## src/rtl/usp_pkg.sv

```systemverilog
// Shared types and constants for the UTF-8 sanitizer.
// Holds the command word passed from the classifier to the byte emitter.
// No dependencies.
package usp_pkg;

  // Reset value of the scalar limit register
  localparam logic [15:0] MAX_SCALARS_RESET = 16'd20;

  // Default number of command entries between classifier and emitter
  localparam int unsigned QUEUE_DEPTH = 2;

  // Replacement character U+FFFD as UTF-8
  localparam logic [7:0] REP_BYTE0 = 8'hEF;
  localparam logic [7:0] REP_BYTE1 = 8'hBF;
  localparam logic [7:0] REP_BYTE2 = 8'hBD;

  // Code point bounds used by the well-formedness check
  localparam logic [4:0]  SURR_TOP5 = 5'b11011;     // 0xD800..0xDFFF share these bits
  localparam logic [20:0] CP_MAX    = 21'h10FFFF;

  // Work for one input word, emitted in field order:
  // replacements, pass-through bytes, tail replacements, end marker.
  typedef struct packed {
    logic [2:0]      rep_pre;
    logic [2:0]      pass_len;
    logic [3:0][7:0] pass_bytes;
    logic [1:0]      rep_post;
    logic            marker;
    logic            trunc;
  } cmd_t;

endpackage

```

## src/rtl/usp_front.sv

```systemverilog
// Classifier: accepts input bytes, tracks pending sequences and the scalar
// limit, and turns each input word into one command for the emitter.
// Depends on usp_pkg.
module usp_front (
  input  logic              clk_i,
  input  logic              rst_ni,
  input  logic              s_axis_tvalid,
  output logic              s_axis_tready,
  input  logic [7:0]        s_axis_tdata,
  input  logic              s_axis_tlast,
  input  logic [15:0]       max_scalars_i,
  output logic              push_o,
  output usp_pkg::cmd_t     cmd_o,
  input  logic              full_i
);

  logic [7:0]  held_q [3];
  logic [7:0]  held_d [3];
  logic [1:0]  held_cnt_q, held_cnt_d;
  logic [2:0]  exp_len_q, exp_len_d;
  logic [15:0] scal_cnt_q, scal_cnt_d;
  logic        limit_q, limit_d;

  logic        accept;
  logic        is_cont;
  logic [2:0]  lead_len;
  logic [15:0] diff;
  logic [2:0]  avail;
  logic [2:0]  total;
  logic [3:0][7:0] seq;
  logic [15:0] cp3;
  logic [20:0] cp4;
  logic        seq_ok;
  logic        hit;
  logic        begin_req;
  logic [2:0]  used;
  logic [2:0]  k;
  logic [2:0]  rem;
  logic [2:0]  inc;
  usp_pkg::cmd_t cmd;

  assign s_axis_tready = !full_i;
  assign accept        = s_axis_tvalid && s_axis_tready;
  assign is_cont       = (s_axis_tdata[7:6] == 2'b10);
  assign total         = {1'b0, held_cnt_q} + 3'd1;

  // Classify the lead byte by its prefix
  always_comb begin
    if (!s_axis_tdata[7])                      lead_len = 3'd1;
    else if (s_axis_tdata[7:5] == 3'b110)      lead_len = 3'd2;
    else if (s_axis_tdata[7:4] == 4'b1110)     lead_len = 3'd3;
    else if (s_axis_tdata[7:3] == 5'b11110)    lead_len = 3'd4;
    else                                       lead_len = 3'd0;
  end

  // Scalars still allowed, saturated; one word never needs more than five
  assign diff  = max_scalars_i - scal_cnt_q;
  assign avail = (scal_cnt_q >= max_scalars_i) ? 3'd0 :
                 ((diff > 16'd7) ? 3'd7 : diff[2:0]);

  // Assemble the completed sequence: held bytes, then the new byte
  assign seq[0] = held_q[0];
  assign seq[1] = (held_cnt_q == 2'd1) ? s_axis_tdata : held_q[1];
  assign seq[2] = (held_cnt_q == 2'd2) ? s_axis_tdata :
                  ((held_cnt_q == 2'd3) ? held_q[2] : 8'd0);
  assign seq[3] = (held_cnt_q == 2'd3) ? s_axis_tdata : 8'd0;

  // Reject overlong forms, surrogates and values past the last plane
  assign cp3 = {seq[0][3:0], seq[1][5:0], seq[2][5:0]};
  assign cp4 = {seq[0][2:0], seq[1][5:0], seq[2][5:0], seq[3][5:0]};
  always_comb begin
    case (exp_len_q)
      3'd2:    seq_ok = (seq[0][4:1] != 4'd0);
      3'd3:    seq_ok = (cp3[15:11] != 5'd0) && (cp3[15:11] != usp_pkg::SURR_TOP5);
      3'd4:    seq_ok = (cp4[20:16] != 5'd0) && (cp4 <= usp_pkg::CP_MAX);
      default: seq_ok = 1'b0;
    endcase
  end

  // Build the command and the next state for the incoming word
  always_comb begin
    cmd          = '0;
    hit          = 1'b0;
    used         = 3'd0;
    k            = 3'd0;
    rem          = 3'd0;
    begin_req    = 1'b0;
    held_cnt_d   = held_cnt_q;
    exp_len_d    = exp_len_q;
    held_d       = held_q;

    if (limit_q) begin
      // drop everything until the end of the text
    end else if (held_cnt_q == 2'd0) begin
      begin_req = 1'b1;
    end else if (!is_cont) begin
      // broken sequence: replace each held byte, then restart
      k = {1'b0, held_cnt_q};
      if (k > avail) begin
        cmd.rep_pre = avail;
        hit         = 1'b1;
      end else begin
        cmd.rep_pre = k;
      end
      used       = cmd.rep_pre;
      held_cnt_d = 2'd0;
      exp_len_d  = 3'd0;
      begin_req  = !hit;
    end else if (total >= exp_len_q) begin
      held_cnt_d = 2'd0;
      exp_len_d  = 3'd0;
      if (seq_ok) begin
        cmd.pass_len   = total;
        cmd.pass_bytes = seq;
      end else begin
        if (total > avail) begin
          cmd.rep_pre = avail;
          hit         = 1'b1;
        end else begin
          cmd.rep_pre = total;
        end
        used = cmd.rep_pre;
      end
    end else if (held_cnt_q != 2'd3) begin
      held_d[held_cnt_q] = s_axis_tdata;
      held_cnt_d         = held_cnt_q + 2'd1;
    end

    // start a new scalar from this byte
    if (begin_req) begin
      if (used == avail) begin
        hit = 1'b1;
      end else begin
        case (lead_len)
          3'd1: begin
            cmd.pass_len      = 3'd1;
            cmd.pass_bytes[0] = s_axis_tdata;
            used              = used + 3'd1;
          end
          3'd0: begin
            cmd.rep_pre = cmd.rep_pre + 3'd1;
            used        = used + 3'd1;
          end
          default: begin
            held_d[0]  = s_axis_tdata;
            held_cnt_d = 2'd1;
            exp_len_d  = lead_len;
          end
        endcase
      end
    end

    // flush an incomplete tail and close the text
    if (s_axis_tlast) begin
      if ((held_cnt_d != 2'd0) && !hit && !limit_q) begin
        k   = {1'b0, held_cnt_d};
        rem = avail - used;
        if (k > rem) begin
          cmd.rep_post = rem[1:0];
          hit          = 1'b1;
        end else begin
          cmd.rep_post = held_cnt_d;
        end
      end
      cmd.marker = 1'b1;
      cmd.trunc  = hit || limit_q;
    end

    inc = cmd.rep_pre + {1'b0, cmd.rep_post} + {2'd0, (cmd.pass_len != 3'd0)};

    if (s_axis_tlast) begin
      held_cnt_d = 2'd0;
      exp_len_d  = 3'd0;
      scal_cnt_d = 16'd0;
      limit_d    = 1'b0;
    end else begin
      scal_cnt_d = scal_cnt_q + 16'(inc);
      limit_d    = limit_q || hit;
    end
  end

  assign cmd_o  = cmd;
  assign push_o = accept && ((cmd.rep_pre != 3'd0) || (cmd.pass_len != 3'd0) ||
                             (cmd.rep_post != 2'd0) || cmd.marker);

  // Sequence and limit state
  always_ff @(posedge clk_i or negedge rst_ni) begin
    if (!rst_ni) begin
      held_cnt_q <= 2'd0;
      exp_len_q  <= 3'd0;
      scal_cnt_q <= 16'd0;
      limit_q    <= 1'b0;
    end else if (accept) begin
      held_cnt_q <= held_cnt_d;
      exp_len_q  <= exp_len_d;
      scal_cnt_q <= scal_cnt_d;
      limit_q    <= limit_d;
    end
  end

  // Held bytes of a pending sequence
  always_ff @(posedge clk_i) begin
    if (accept) begin
      held_q <= held_d;
    end
  end

`ifndef SYNTH
  a_eot_clears: assert property (@(posedge clk_i) disable iff (!rst_ni)
    (accept && s_axis_tlast) |=> (held_cnt_q == 2'd0 && !limit_q && scal_cnt_q == 16'd0))
    else $error("state not cleared after end of text");

  a_pending_len: assert property (@(posedge clk_i) disable iff (!rst_ni)
    (held_cnt_q != 2'd0) |-> (exp_len_q > {1'b0, held_cnt_q}))
    else $error("pending sequence longer than its lead allows");
`endif

endmodule

```

## src/rtl/usp_fifo.sv

```systemverilog
// Command queue between classifier and emitter, built from flip-flops.
// Depends on usp_pkg for the command type.
module usp_fifo #(
  parameter int unsigned DEPTH = usp_pkg::QUEUE_DEPTH
) (
  input  logic          clk_i,
  input  logic          rst_ni,
  input  logic          push_i,
  input  usp_pkg::cmd_t push_data_i,
  output logic          full_o,
  input  logic          pop_i,
  output logic          head_valid_o,
  output usp_pkg::cmd_t head_o
);

  localparam int unsigned PW = (DEPTH > 1) ? $clog2(DEPTH) : 1;
  localparam int unsigned CW = $clog2(DEPTH + 1);

  usp_pkg::cmd_t  mem_q [DEPTH];
  logic [PW-1:0]  wr_ptr_q, rd_ptr_q;
  logic [CW-1:0]  count_q;

  assign full_o       = (count_q == CW'(DEPTH));
  assign head_valid_o = (count_q != '0);
  assign head_o       = mem_q[rd_ptr_q];

  // Advance pointers and occupancy
  always_ff @(posedge clk_i or negedge rst_ni) begin
    if (!rst_ni) begin
      wr_ptr_q <= '0;
      rd_ptr_q <= '0;
      count_q  <= '0;
    end else begin
      if (push_i) begin
        wr_ptr_q <= (wr_ptr_q == PW'(DEPTH - 1)) ? '0 : wr_ptr_q + PW'(1);
      end
      if (pop_i) begin
        rd_ptr_q <= (rd_ptr_q == PW'(DEPTH - 1)) ? '0 : rd_ptr_q + PW'(1);
      end
      if (push_i && !pop_i) begin
        count_q <= count_q + CW'(1);
      end else if (pop_i && !push_i) begin
        count_q <= count_q - CW'(1);
      end
    end
  end

  // Store the pushed word
  always_ff @(posedge clk_i) begin
    if (push_i) begin
      mem_q[wr_ptr_q] <= push_data_i;
    end
  end

`ifndef SYNTH
  a_no_overflow: assert property (@(posedge clk_i) disable iff (!rst_ni)
    push_i |-> !full_o)
    else $error("push into full queue");

  a_no_underflow: assert property (@(posedge clk_i) disable iff (!rst_ni)
    pop_i |-> head_valid_o)
    else $error("pop from empty queue");
`endif

endmodule

```

## src/rtl/usp_back.sv

```systemverilog
// Emitter: walks the command at the queue head and sends one output word per
// cycle through a registered output stage while the receiver is ready.
// Depends on usp_pkg.
module usp_back (
  input  logic          clk_i,
  input  logic          rst_ni,
  input  logic          head_valid_i,
  input  usp_pkg::cmd_t head_i,
  output logic          pop_o,
  output logic          m_axis_tvalid,
  input  logic          m_axis_tready,
  output logic [7:0]    m_axis_tdata,
  output logic          m_axis_tlast,
  output logic [1:0]    m_axis_tuser
);

  typedef enum logic [4:0] {
    PH_REPB = 5'b00001,
    PH_PASS = 5'b00010,
    PH_REPA = 5'b00100,
    PH_MARK = 5'b01000,
    PH_DONE = 5'b10000
  } phase_e;

  // First phase at or after the given one that has work in this command
  function automatic phase_e first_phase(usp_pkg::cmd_t c, phase_e from);
    phase_e ph;
    ph = from;
    if (ph == PH_REPB && c.rep_pre == 3'd0)  ph = PH_PASS;
    if (ph == PH_PASS && c.pass_len == 3'd0) ph = PH_REPA;
    if (ph == PH_REPA && c.rep_post == 2'd0) ph = PH_MARK;
    if (ph == PH_MARK && !c.marker)          ph = PH_DONE;
    return ph;
  endfunction

  phase_e      phase_q, phase_d, eph, nph;
  logic        fresh_q, fresh_d;
  logic [2:0]  cnt_q, cnt_d, ecnt, cnt_inc;
  logic [1:0]  tri_q, tri_d, etri;
  logic        slot_free, emit;
  logic [7:0]  item_byte;
  logic        item_valid, item_last, item_trunc;
  logic [7:0]  rep_byte;

  logic        out_valid_q;
  logic [7:0]  out_byte_q;
  logic        out_last_q;
  logic [1:0]  out_user_q;

  assign slot_free = !out_valid_q || m_axis_tready;
  assign emit      = head_valid_i && slot_free;

  assign eph     = fresh_q ? first_phase(head_i, PH_REPB) : phase_q;
  assign ecnt    = fresh_q ? 3'd0 : cnt_q;
  assign etri    = fresh_q ? 2'd0 : tri_q;
  assign cnt_inc = ecnt + 3'd1;

  always_comb begin
    case (etri)
      2'd0:    rep_byte = usp_pkg::REP_BYTE0;
      2'd1:    rep_byte = usp_pkg::REP_BYTE1;
      default: rep_byte = usp_pkg::REP_BYTE2;
    endcase
  end

  // Pick the current output word and step through the command
  always_comb begin
    nph        = eph;
    cnt_d      = ecnt;
    tri_d      = etri;
    item_byte  = 8'd0;
    item_valid = 1'b0;
    item_last  = 1'b0;
    item_trunc = 1'b0;
    unique case (eph)
      PH_REPB: begin
        item_byte  = rep_byte;
        item_valid = 1'b1;
        if (etri == 2'd2) begin
          tri_d = 2'd0;
          if (cnt_inc == head_i.rep_pre) begin
            cnt_d = 3'd0;
            nph   = first_phase(head_i, PH_PASS);
          end else begin
            cnt_d = cnt_inc;
          end
        end else begin
          tri_d = etri + 2'd1;
        end
      end
      PH_PASS: begin
        item_byte  = head_i.pass_bytes[ecnt[1:0]];
        item_valid = 1'b1;
        if (cnt_inc == head_i.pass_len) begin
          cnt_d = 3'd0;
          nph   = first_phase(head_i, PH_REPA);
        end else begin
          cnt_d = cnt_inc;
        end
      end
      PH_REPA: begin
        item_byte  = rep_byte;
        item_valid = 1'b1;
        if (etri == 2'd2) begin
          tri_d = 2'd0;
          if (cnt_inc == {1'b0, head_i.rep_post}) begin
            cnt_d = 3'd0;
            nph   = first_phase(head_i, PH_MARK);
          end else begin
            cnt_d = cnt_inc;
          end
        end else begin
          tri_d = etri + 2'd1;
        end
      end
      PH_MARK: begin
        item_last  = 1'b1;
        item_trunc = head_i.trunc;
        nph        = PH_DONE;
      end
      PH_DONE: begin
        nph = PH_DONE;
      end
      default: begin
        nph = PH_DONE;
      end
    endcase
  end

  assign pop_o   = emit && (nph == PH_DONE);
  assign fresh_d = pop_o ? 1'b1 : (emit ? 1'b0 : fresh_q);
  assign phase_d = emit ? nph : phase_q;

  // Command walk state
  always_ff @(posedge clk_i or negedge rst_ni) begin
    if (!rst_ni) begin
      fresh_q <= 1'b1;
      phase_q <= PH_REPB;
      cnt_q   <= 3'd0;
      tri_q   <= 2'd0;
    end else begin
      fresh_q <= fresh_d;
      phase_q <= phase_d;
      if (emit) begin
        cnt_q <= cnt_d;
        tri_q <= tri_d;
      end
    end
  end

  // Output stage: load a new word when the slot is free, drop it when taken
  always_ff @(posedge clk_i or negedge rst_ni) begin
    if (!rst_ni) begin
      out_valid_q <= 1'b0;
    end else if (emit) begin
      out_valid_q <= 1'b1;
    end else if (m_axis_tready) begin
      out_valid_q <= 1'b0;
    end
  end

  always_ff @(posedge clk_i) begin
    if (emit) begin
      out_byte_q <= item_byte;
      out_last_q <= item_last;
      out_user_q <= {item_trunc, item_valid};
    end
  end

  assign m_axis_tvalid = out_valid_q;
  assign m_axis_tdata  = out_byte_q;
  assign m_axis_tlast  = out_last_q;
  assign m_axis_tuser  = out_user_q;

`ifndef SYNTH
  a_marker_bare: assert property (@(posedge clk_i) disable iff (!rst_ni)
    (m_axis_tvalid && m_axis_tlast) |-> (!m_axis_tuser[0] && m_axis_tdata == 8'd0))
    else $error("end marker carries data");

  a_fresh_after_pop: assert property (@(posedge clk_i) disable iff (!rst_ni)
    pop_o |=> fresh_q)
    else $error("command walk not restarted after pop");
`endif

endmodule

```

## src/rtl/utf8_sanitize_prefix.sv

```systemverilog
// UTF-8 sanitizer with scalar limit: classifier, command queue and emitter.
// Depends on usp_pkg, usp_front, usp_fifo and usp_back.
//
// Accepts one text byte per cycle whenever the command queue has room, and
// emits one output byte per cycle while the receiver is ready. Plain bytes
// and well-formed sequences stream through the command queue and the
// registered output stage. Each replacement character is three output bytes
// and the end marker one word, so one input byte can yield up to 13 output
// words; meanwhile the classifier keeps accepting until the queue of
// QUEUE_DEPTH commands fills. The scalar limit register is written through
// cfg_valid / cfg_data and must only be changed while the block is idle.
module utf8_sanitize_prefix #(
  parameter int unsigned QUEUE_DEPTH = usp_pkg::QUEUE_DEPTH
) (
  input  logic        clk_i,
  input  logic        rst_ni,
  // input stream
  input  logic        s_axis_tvalid,
  output logic        s_axis_tready,
  input  logic [7:0]  s_axis_tdata,   // [7:0] in_byte
  input  logic        s_axis_tlast,   // end_of_text
  // output stream
  output logic        m_axis_tvalid,
  input  logic        m_axis_tready,
  output logic [7:0]  m_axis_tdata,   // [7:0] out_byte
  output logic        m_axis_tlast,   // end_marker
  output logic [1:0]  m_axis_tuser,   // [0] byte_valid, [1] truncated
  // configuration write
  input  logic        cfg_valid,
  output logic        cfg_ready,
  input  logic [15:0] cfg_data        // max_scalars
);

  logic [15:0]   max_scalars_q;
  logic          push, full, pop, head_valid;
  usp_pkg::cmd_t push_cmd, head_cmd;

  // Hold the scalar limit register
  assign cfg_ready = 1'b1;
  always_ff @(posedge clk_i or negedge rst_ni) begin
    if (!rst_ni) begin
      max_scalars_q <= usp_pkg::MAX_SCALARS_RESET;
    end else if (cfg_valid && cfg_ready) begin
      max_scalars_q <= cfg_data;
    end
  end

  usp_front u_front (
    .clk_i         (clk_i),
    .rst_ni        (rst_ni),
    .s_axis_tvalid (s_axis_tvalid),
    .s_axis_tready (s_axis_tready),
    .s_axis_tdata  (s_axis_tdata),
    .s_axis_tlast  (s_axis_tlast),
    .max_scalars_i (max_scalars_q),
    .push_o        (push),
    .cmd_o         (push_cmd),
    .full_i        (full)
  );

  usp_fifo #(
    .DEPTH (QUEUE_DEPTH)
  ) u_fifo (
    .clk_i        (clk_i),
    .rst_ni       (rst_ni),
    .push_i       (push),
    .push_data_i  (push_cmd),
    .full_o       (full),
    .pop_i        (pop),
    .head_valid_o (head_valid),
    .head_o       (head_cmd)
  );

  usp_back u_back (
    .clk_i         (clk_i),
    .rst_ni        (rst_ni),
    .head_valid_i  (head_valid),
    .head_i        (head_cmd),
    .pop_o         (pop),
    .m_axis_tvalid (m_axis_tvalid),
    .m_axis_tready (m_axis_tready),
    .m_axis_tdata  (m_axis_tdata),
    .m_axis_tlast  (m_axis_tlast),
    .m_axis_tuser  (m_axis_tuser)
  );

endmodule

```

## config.mk

```make
export PLATFORM = sky130hd
export DESIGN_NAME = utf8_sanitize_prefix
export DESIGN_NICKNAME = d
export VERILOG_FILES = /design/src/rtl/usp_pkg.sv /design/src/rtl/usp_front.sv /design/src/rtl/usp_fifo.sv /design/src/rtl/usp_back.sv /design/src/rtl/utf8_sanitize_prefix.sv
export SDC_FILE = /design/constraint.sdc
export NUM_CORES = 1
export LEC_CHECK = 0
export ABC_AREA = 1
export BUFFER_PORTS_ARGS = -buffer_cell sky130_fd_sc_hd__buf_2
export CAP_MARGIN = 40
export CELL_PAD_IN_SITES_DETAIL_PLACEMENT = 0
export CELL_PAD_IN_SITES_GLOBAL_PLACEMENT = 1
export CORE_ASPECT_RATIO = 0.8
export CORE_MARGIN = 4
export CORE_UTILIZATION = 46
export DETAILED_ROUTE_END_ITERATION = 8
export PLACE_DENSITY_LB_ADDON = 0.1
export SYNTH_ARGS = -nofsm -noshare
export SYNTH_HDL_FRONTEND = slang
export SYNTH_SLANG_ARGS = --single-unit
```

## constraint.sdc

```tcl
create_clock -name clk_i -period 11.27 [get_ports clk_i]
set_clock_uncertainty 0.15 [all_clocks]
set_input_delay 0.5635 -clock clk_i [delete_from_list [all_inputs] [get_ports clk_i]]
set_output_delay 0.5635 -clock clk_i [all_outputs]
set_load 0.03 [all_outputs]
```

* After elaboration in Yosys (flattened, before gate mapping)
Memories as Yosys holds them, arrays and structs flattened.
Index checks and enable logic that the tools add are counted.
** Word-level totals
- Input bits :: 30
- RAM bits :: 84
- Register bits :: 89
- Memories kept :: 1
** Memory list
- u_fifo.mem_q :: words 2, bits a word 42, rd ports 1, clocked after memory_dff 0, wr ports 1, RTL line usp_fifo.sv:19 : usp_pkg::cmd_t mem_q [DEPTH];
** Cells by class
- Add/sub/neg operators :: 15
- Eq/ne operators :: 31
- Muxes and demuxes :: 137
- Order comparisons :: 10
- Bitwise gates (word level) :: 4
- Reduce and logical (&&, ||, !) cells :: 52
** Operators with widths (count)
- 24-bit two-way mux :: 5
- 38-bit two-way mux :: 3
- 5-bit two-way mux :: 21
- 3-bit two-way mux :: 34
- 8-bit two-way mux :: 12
- 35-bit two-way mux :: 2
- 2-bit two-way mux :: 17
- 1-bit two-way mux :: 30
- 24-bit bitwise mux :: 1
- 21-bit <= comparator, second input constant :: 1
- 5-bit by 4-bit == test with 1-bit output, second input constant :: 4
- 1-bit logical AND :: 17
- 16-bit by 3-bit adder with 16-bit output :: 1
- 8-bit binary-select mux with 2-bit select :: 1
- 8-bit demux with 2-bit select :: 1
- 16-bit >= comparator :: 1
- 16-bit by 3-bit > comparator with 1-bit output, second input constant :: 1
- 16-bit two-way mux :: 1
- 8-bit case mux with 2 select lines :: 1
- 16-bit subtractor :: 1
- 5-bit by 3-bit == test with 1-bit output, second input constant :: 3
- 5-bit case mux with 3 select lines :: 1
- 7-bit case mux with 2 select lines :: 1
- 6-bit two-way mux :: 2
- other kinds (43) :: 87

* Logic depth before layout (Yosys ltp)
An unclocked memory read counts as a cell.
- Word-level depth :: 32
- Depth in mapped cells :: 61
- Depth with buffers taken out :: 61

* By module
Synthesis repeated with hierarchy kept, for this count alone.
** Second synthesis, totals
- Cells, all modules :: 1170
- Area, all modules :: 10493.8 µm²
** By module, submodules not included
- usp_front :: cells each 659, sequential area each 1271.2 µm², area an instance 4474.3 µm², times used 1
- usp_fifo :: cells each 156, sequential area each 2622.5 µm², area an instance 3439.5 µm², times used 1
- usp_back :: cells each 285, sequential area each 633.1 µm², area an instance 1921.8 µm², times used 1
- utf8_sanitize_prefix :: cells each 70, sequential area each 402.9 µm², area an instance 658.1 µm², times used 1

* Worst setup path after synthesis
Ideal clock, no wire load.
- Path kind :: reg-to-reg
- Start :: register u_front.scal_cnt_q[0]
- End :: register u_front.scal_cnt_q[14]
- Setup slack :: 3.296 ns
- Path buffers :: 0
- Stages on the path, launching flop included :: 48
- Clock period less this slack :: 7.974 ns
- Arrival time :: 7.700 ns
- Data required time :: 10.997 ns
- Path through :: dfrtp_1 -> ha_1 -> fa_1 -> inv_1 -> nand3_1 -> nand2_1 -> nand3_1 -> nand3_2 -> nand2_1 -> a32oi_2 -> nand2_1 -> ha_1 -> a21oi_1 -> o21bai_1 -> inv_1 -> nand2_4 -> nand2_4 -> nand2_1 -> [... 12 more ...] -> nand2_1 -> nand3_2 -> fa_1 -> fa_1 -> xor2_1 -> ha_1 -> nand2_1 -> inv_1 -> o211ai_1 -> nor3_1 -> and3_1 -> inv_1 -> nor3_1 -> inv_1 -> nor3_1 -> nand2_1 -> o21ai_0 -> a21oi_1
** On the way
- Longest elaborated chain between the ends :: 24
- Elaborated cells on any way between the ends :: 59
** RTL lines
- start: declaration :: RTL line usp_front.sv:21 : logic [15:0] scal_cnt_q, scal_cnt_d;
- start signal: assignment :: RTL line usp_front.sv:196 : scal_cnt_q <= scal_cnt_d;
- 16-bit subtractor :: RTL line usp_front.sv:57 : assign diff = max_scalars_i - scal_cnt_q;
- 16-bit by 3-bit > comparator with 1-bit output :: RTL line usp_front.sv:59 : ((diff > 16'd7) ? 3'd7 : diff[2:0]);
- 3-bit two-way mux :: RTL line usp_front.sv:59
- 3-bit two-way mux :: RTL line usp_front.sv:58 : assign avail = (scal_cnt_q >= max_scalars_i) ? 3'd0 :
- 3-bit > comparator :: RTL line usp_front.sv:116 : if (total > avail) begin
- 3-bit two-way mux :: RTL line usp_front.sv:116
- 3-bit two-way mux :: RTL line usp_front.sv:112 : if (seq_ok) begin
- 3-bit two-way mux :: RTL line usp_front.sv:109 : end else if (total >= exp_len_q) begin
- [... 8 more ...]
- 2-bit by 3-bit > comparator with 1-bit output :: RTL line usp_front.sv:158 : if (k > rem) begin
- 2-bit two-way mux :: RTL line usp_front.sv:158
- 2-bit two-way mux :: RTL line usp_front.sv:155 : if ((held_cnt_d != 2'd0) && !hit && !limit_q) begin
- 4-bit two-way mux :: RTL line usp_front.sv:154 : if (s_axis_tlast) begin
- 3-bit by 2-bit adder with 3-bit output :: RTL line usp_front.sv:169 : inc = cmd.rep_pre + {1'b0, cmd.rep_post} + {2'd0, (cmd.pass_len != 3'd0)};
- 3-bit by 1-bit adder with 3-bit output :: RTL line usp_front.sv:169
- 16-bit by 3-bit adder with 16-bit output * :: RTL line usp_front.sv:177 : scal_cnt_d = scal_cnt_q + 16'(inc);
- 16-bit two-way mux * :: RTL line usp_front.sv:171 : if (s_axis_tlast) begin
Every way passes the cells marked *; elsewhere a longest branch is shown, timed or not. The select of a mux whose other input is x is not followed.
A chain may end at the register's enable or synchronous reset.

* Worst setup path in the final report
Same ends and word-level chain as after synthesis.

==> flow_summary.ini <==
[timing]
worstMarginPinSlew_ns = 0.843
setup_ws_ns = 2.02
max_freq_ghz = 0.108
post-route-period-util = 0.821
tns_ns = 0
rsz0062_at_grt = false
setup_viol = 0
final-hold-violation-count = 0
maxSlewHeadroom = 0.438
slew_viol_final = 0
post-route-min-period_ns = 9.25

[pwr]
power.total_mw = 2.53
p_leak_nw = 4.74
power-per-cell-area_nw_per_um2 = 231
vdd_drop_max_uv = 115

[setup_path]
path_common_cell = nand2_1
r2r_start = u_front.scal_cnt_q[0]$_DFFE_PN0P_
critPathKind = reg -> reg
crit_slowest_cell = fa_1
cp-start-kind = flip-flop
crit_path_max_fanout = 7
worstPathRequired_ns = 11.43
r2r_cells = 55
cp-end-kind = flip-flop
cp.arrival_ns = 9.41
reg2reg_to = u_front.scal_cnt_q[14]$_DFFE_PN0P_
max_stage_delay_ns = 0.44
rrSetupSlack_ns = 2.02

[placed_design]
io_buffer_count = 42
dp_hpwl_mm = 17.3
dpl_worst_slack_ns = 2.18
place_congestion = 0.874

[clock_network]
clock_latency_ns = 0.43
post_cts_resized = 0
path_clk_slew_ns = 0.08
clockBufferDepth = 2
hold_buffers = 0
clock-sinks = 173
cts_root_buffer = clkbuf_16
cts_setup_buffers = 0
cts_max_level = 4
cts_tree = built
cts_buffers = 17

[global_route]
antenna_found_initial = 0
grt_util_met1 = 0.349
grt_overflow = 0
grtUsageMet3 = 0.0348
grt_use_met2 = 0.267
grt_pass1_wl_mm = 38.5
grt_start_max_net_pins = 55
grt_pass1_vias = 7048
top_usage_layer = met1
grt_usage = 0.204

[job]
maxCapViolations = 0

[floorplanning]
coreArea_sq_um = 20800
die_area_sq_um = 23700
ios = 44
dieHeight_um = 139
rows = 47
start_util = 0.471
fp.dieW_um = 171

[route]
wire_per_inst_um = 16.8
viasPerCell = 5.29
drt_drc_violations_left = 0
vias = 7508
wl_mm = 23.8
ant_nets = 0
dr.pass1.iters = 5
drt_iter0_drc = 741

[yosys]
syn_avg_cell_area_sq_um = 9.00
ys_ff_latch = 173
synth_warnings = 0
synth_cell_type_count = 57
synth_cells = 1089
synth_area_sq_um = 9800
synth_seq_area_share = 0.503

[cells_and_area]
syn_to_final_growth_pct = 11.6
nNetsFinal = 1207
fin_util = 0.525
antenna_cells = 0
drive_gt1_frac = 0.140

[outcome]
outcome = finished, final reports clean

[hold_path]
min-delay-path-class = in -> async
[final cells by class]
type,count,area (sq um)
Fill cell,1979,9880
Sequential cell,173,4930
Multi-Input combinational cell,720,4130
Inverter,172,646
Clock buffer,18,429
Tap cell,269,337
Timing Repair Buffer,53,293
Clock inverter,14,173
[stage by stage]
stage | hold slack (ns) | area (sq um) | cells
finish | 0.116 | 10900 | 1419
floorplan | 0.118 | 9800 | 1090
CTS | 0.151 | 10900 | 1419
global placement | 0.308 | 10300 | 1386
global route | 0.158 | 10900 | 1419
detailed placement | 0.316 | 10300 | 1387
[state kept, by name, indices dropped and copies added, names as in the netlist, 2 cells and up, named ones only]
name and count:
u_fifo.mem_q 84, max_scalars_q 16, u_front.scal_cnt_q 16, u_front.held_q 12
u_back.m_axis_tdata 8, u_back.phase_q 5, u_front.cp3 4, u_back.cnt_q 3
u_front.exp_len_q 3, u_back.m_axis_tuser 2, u_back.tri_q 2, u_fifo.count_q 2
u_front.held_cnt_q 2
[cell usage after synthesis, drive strengths merged]
| cell | n | area share |
|---|---|---|
| nand2 | 218 | 0.088 |
| inv | 170 | 0.065 |
| edfxtp | 119 | 0.36 |
| nor2 | 113 | 0.047 |
| o21ai | 96 | 0.049 |
| nand3 | 67 | 0.043 |
| dfrtp | 50 | 0.13 |
| a21oi | 41 | 0.022 |
| ha | 35 | 0.045 |
| clkbuf | 21 | 0.0080 |
| nor3 | 16 | 0.0087 |
| o221ai | 16 | 0.014 |
| mux2 | 14 | 0.016 |
| nand4 | 14 | 0.0096 |
| o22ai | 13 | 0.0083 |
| xor2 | 11 | 0.0098 |
| nor4 | 9 | 0.0057 |
| o211ai | 7 | 0.0054 |
| a22oi | 6 | 0.0046 |
| fa | 5 | 0.010 |
| mux2i | 5 | 0.0051 |
| xnor2 | 5 | 0.0052 |
| a221oi | 4 | 0.0036 |
| a31oi | 4 | 0.0026 |
| buf | 4 | 0.0029 |
| dfstp | 4 | 0.011 |
| or2 | 3 | 0.0019 |
| and2 | 2 | 0.0013 |
| clkinv | 2 | 0.00077 |
| conb | 2 | 0.00077 |
| nand3b | 2 | 0.0015 |
| o21bai | 2 | 0.0015 |
| a211oi | 1 | 0.00077 |
| a21boi | 1 | 0.0011 |
| a22o | 1 | 0.00089 |
| a32oi | 1 | 0.0017 |
| and3 | 1 | 0.00064 |
| nor3b | 1 | 0.00077 |
| o2111ai | 1 | 0.00089 |
| o311ai | 1 | 0.00089 |
| o41ai | 1 | 0.00089 |
[power by group]
group,internal (mW),switching (mW)
clock,0.336,0.274
combinational,0.304,0.692
sequential,0.865,0.0567
[cells by family after synthesis]
group | count (synthesis) | synth area share
mux | 19 | 0.0212
other cells | 2 | 0.000766
compound gates | 196 | 0.119
fa+ha+maj | 40 | 0.0549
simple gates | 446 | 0.209
flops | 173 | 0.503
buf+inv | 197 | 0.0769
xor+xnor | 16 | 0.0151
[worst max-delay path, delay by kind of cell (launching register included)]
| kind | cells | cell delay [ns] |
|---|---|---|
| flip-flops | 1 | 0.41 |
| AO/OA/AOI/OAI | 7 | 0.89 |
| XOR/XNOR | 2 | 0.33 |
| buffers and inverters | 5 | 0.48 |
| adder cells (fa/ha/maj) | 9 | 3.09 |
| AND/OR/NAND/NOR | 32 | 3.75 |
[metal layers]
layer / up-vias / share of wire
li1: 3806 / -
met1: 3525 / 0.56
met2: 169 / 0.39
met3: 8 / 0.050
met4: 0 / 0.0051
met5: - / 0
[worst max-delay path by stage]
stage	startpoint	to	slack (ns)	depth (start not counted)
final	u_front.scal_cnt_q[0]$_DFFE_PN0P_	u_front.scal_cnt_q[14]$_DFFE_PN0P_	2.02	55
after global routing	u_front.scal_cnt_q[0]$_DFFE_PN0P_	u_front.scal_cnt_q[14]$_DFFE_PN0P_	1.17	55
after CTS	u_front.scal_cnt_q[0]$_DFFE_PN0P_	u_front.scal_cnt_q[14]$_DFFE_PN0P_	2.14	55
after detailed placement	u_front.scal_cnt_q[0]$_DFFE_PN0P_	u_front.scal_cnt_q[14]$_DFFE_PN0P_	2.18	55
after global placement	u_front.scal_cnt_q[0]$_DFFE_PN0P_	u_front.scal_cnt_q[14]$_DFFE_PN0P_	2.24	55
after floorplan	u_front.scal_cnt_q[0]$_DFFE_PN0P_	u_front.scal_cnt_q[14]$_DFFE_PN0P_	3.30	47
[placed cells by master, fill, tap and decap left out, types with 15 or more instances in the layout]
master,synthesis,routed
ha_1,35,35
clkbuf_16,0,17
inv_1,161,161
a21oi_1,37,36
nor3_1,15,15
dfrtp_1,50,50
nand2_1,206,206
edfxtp_1,119,119
o221ai_1,16,16
nor2_1,103,102
nand3_1,52,52
buf_2,2,42
o21ai_0,93,93
No activity file was read; power rests on OpenSTA's default activity.
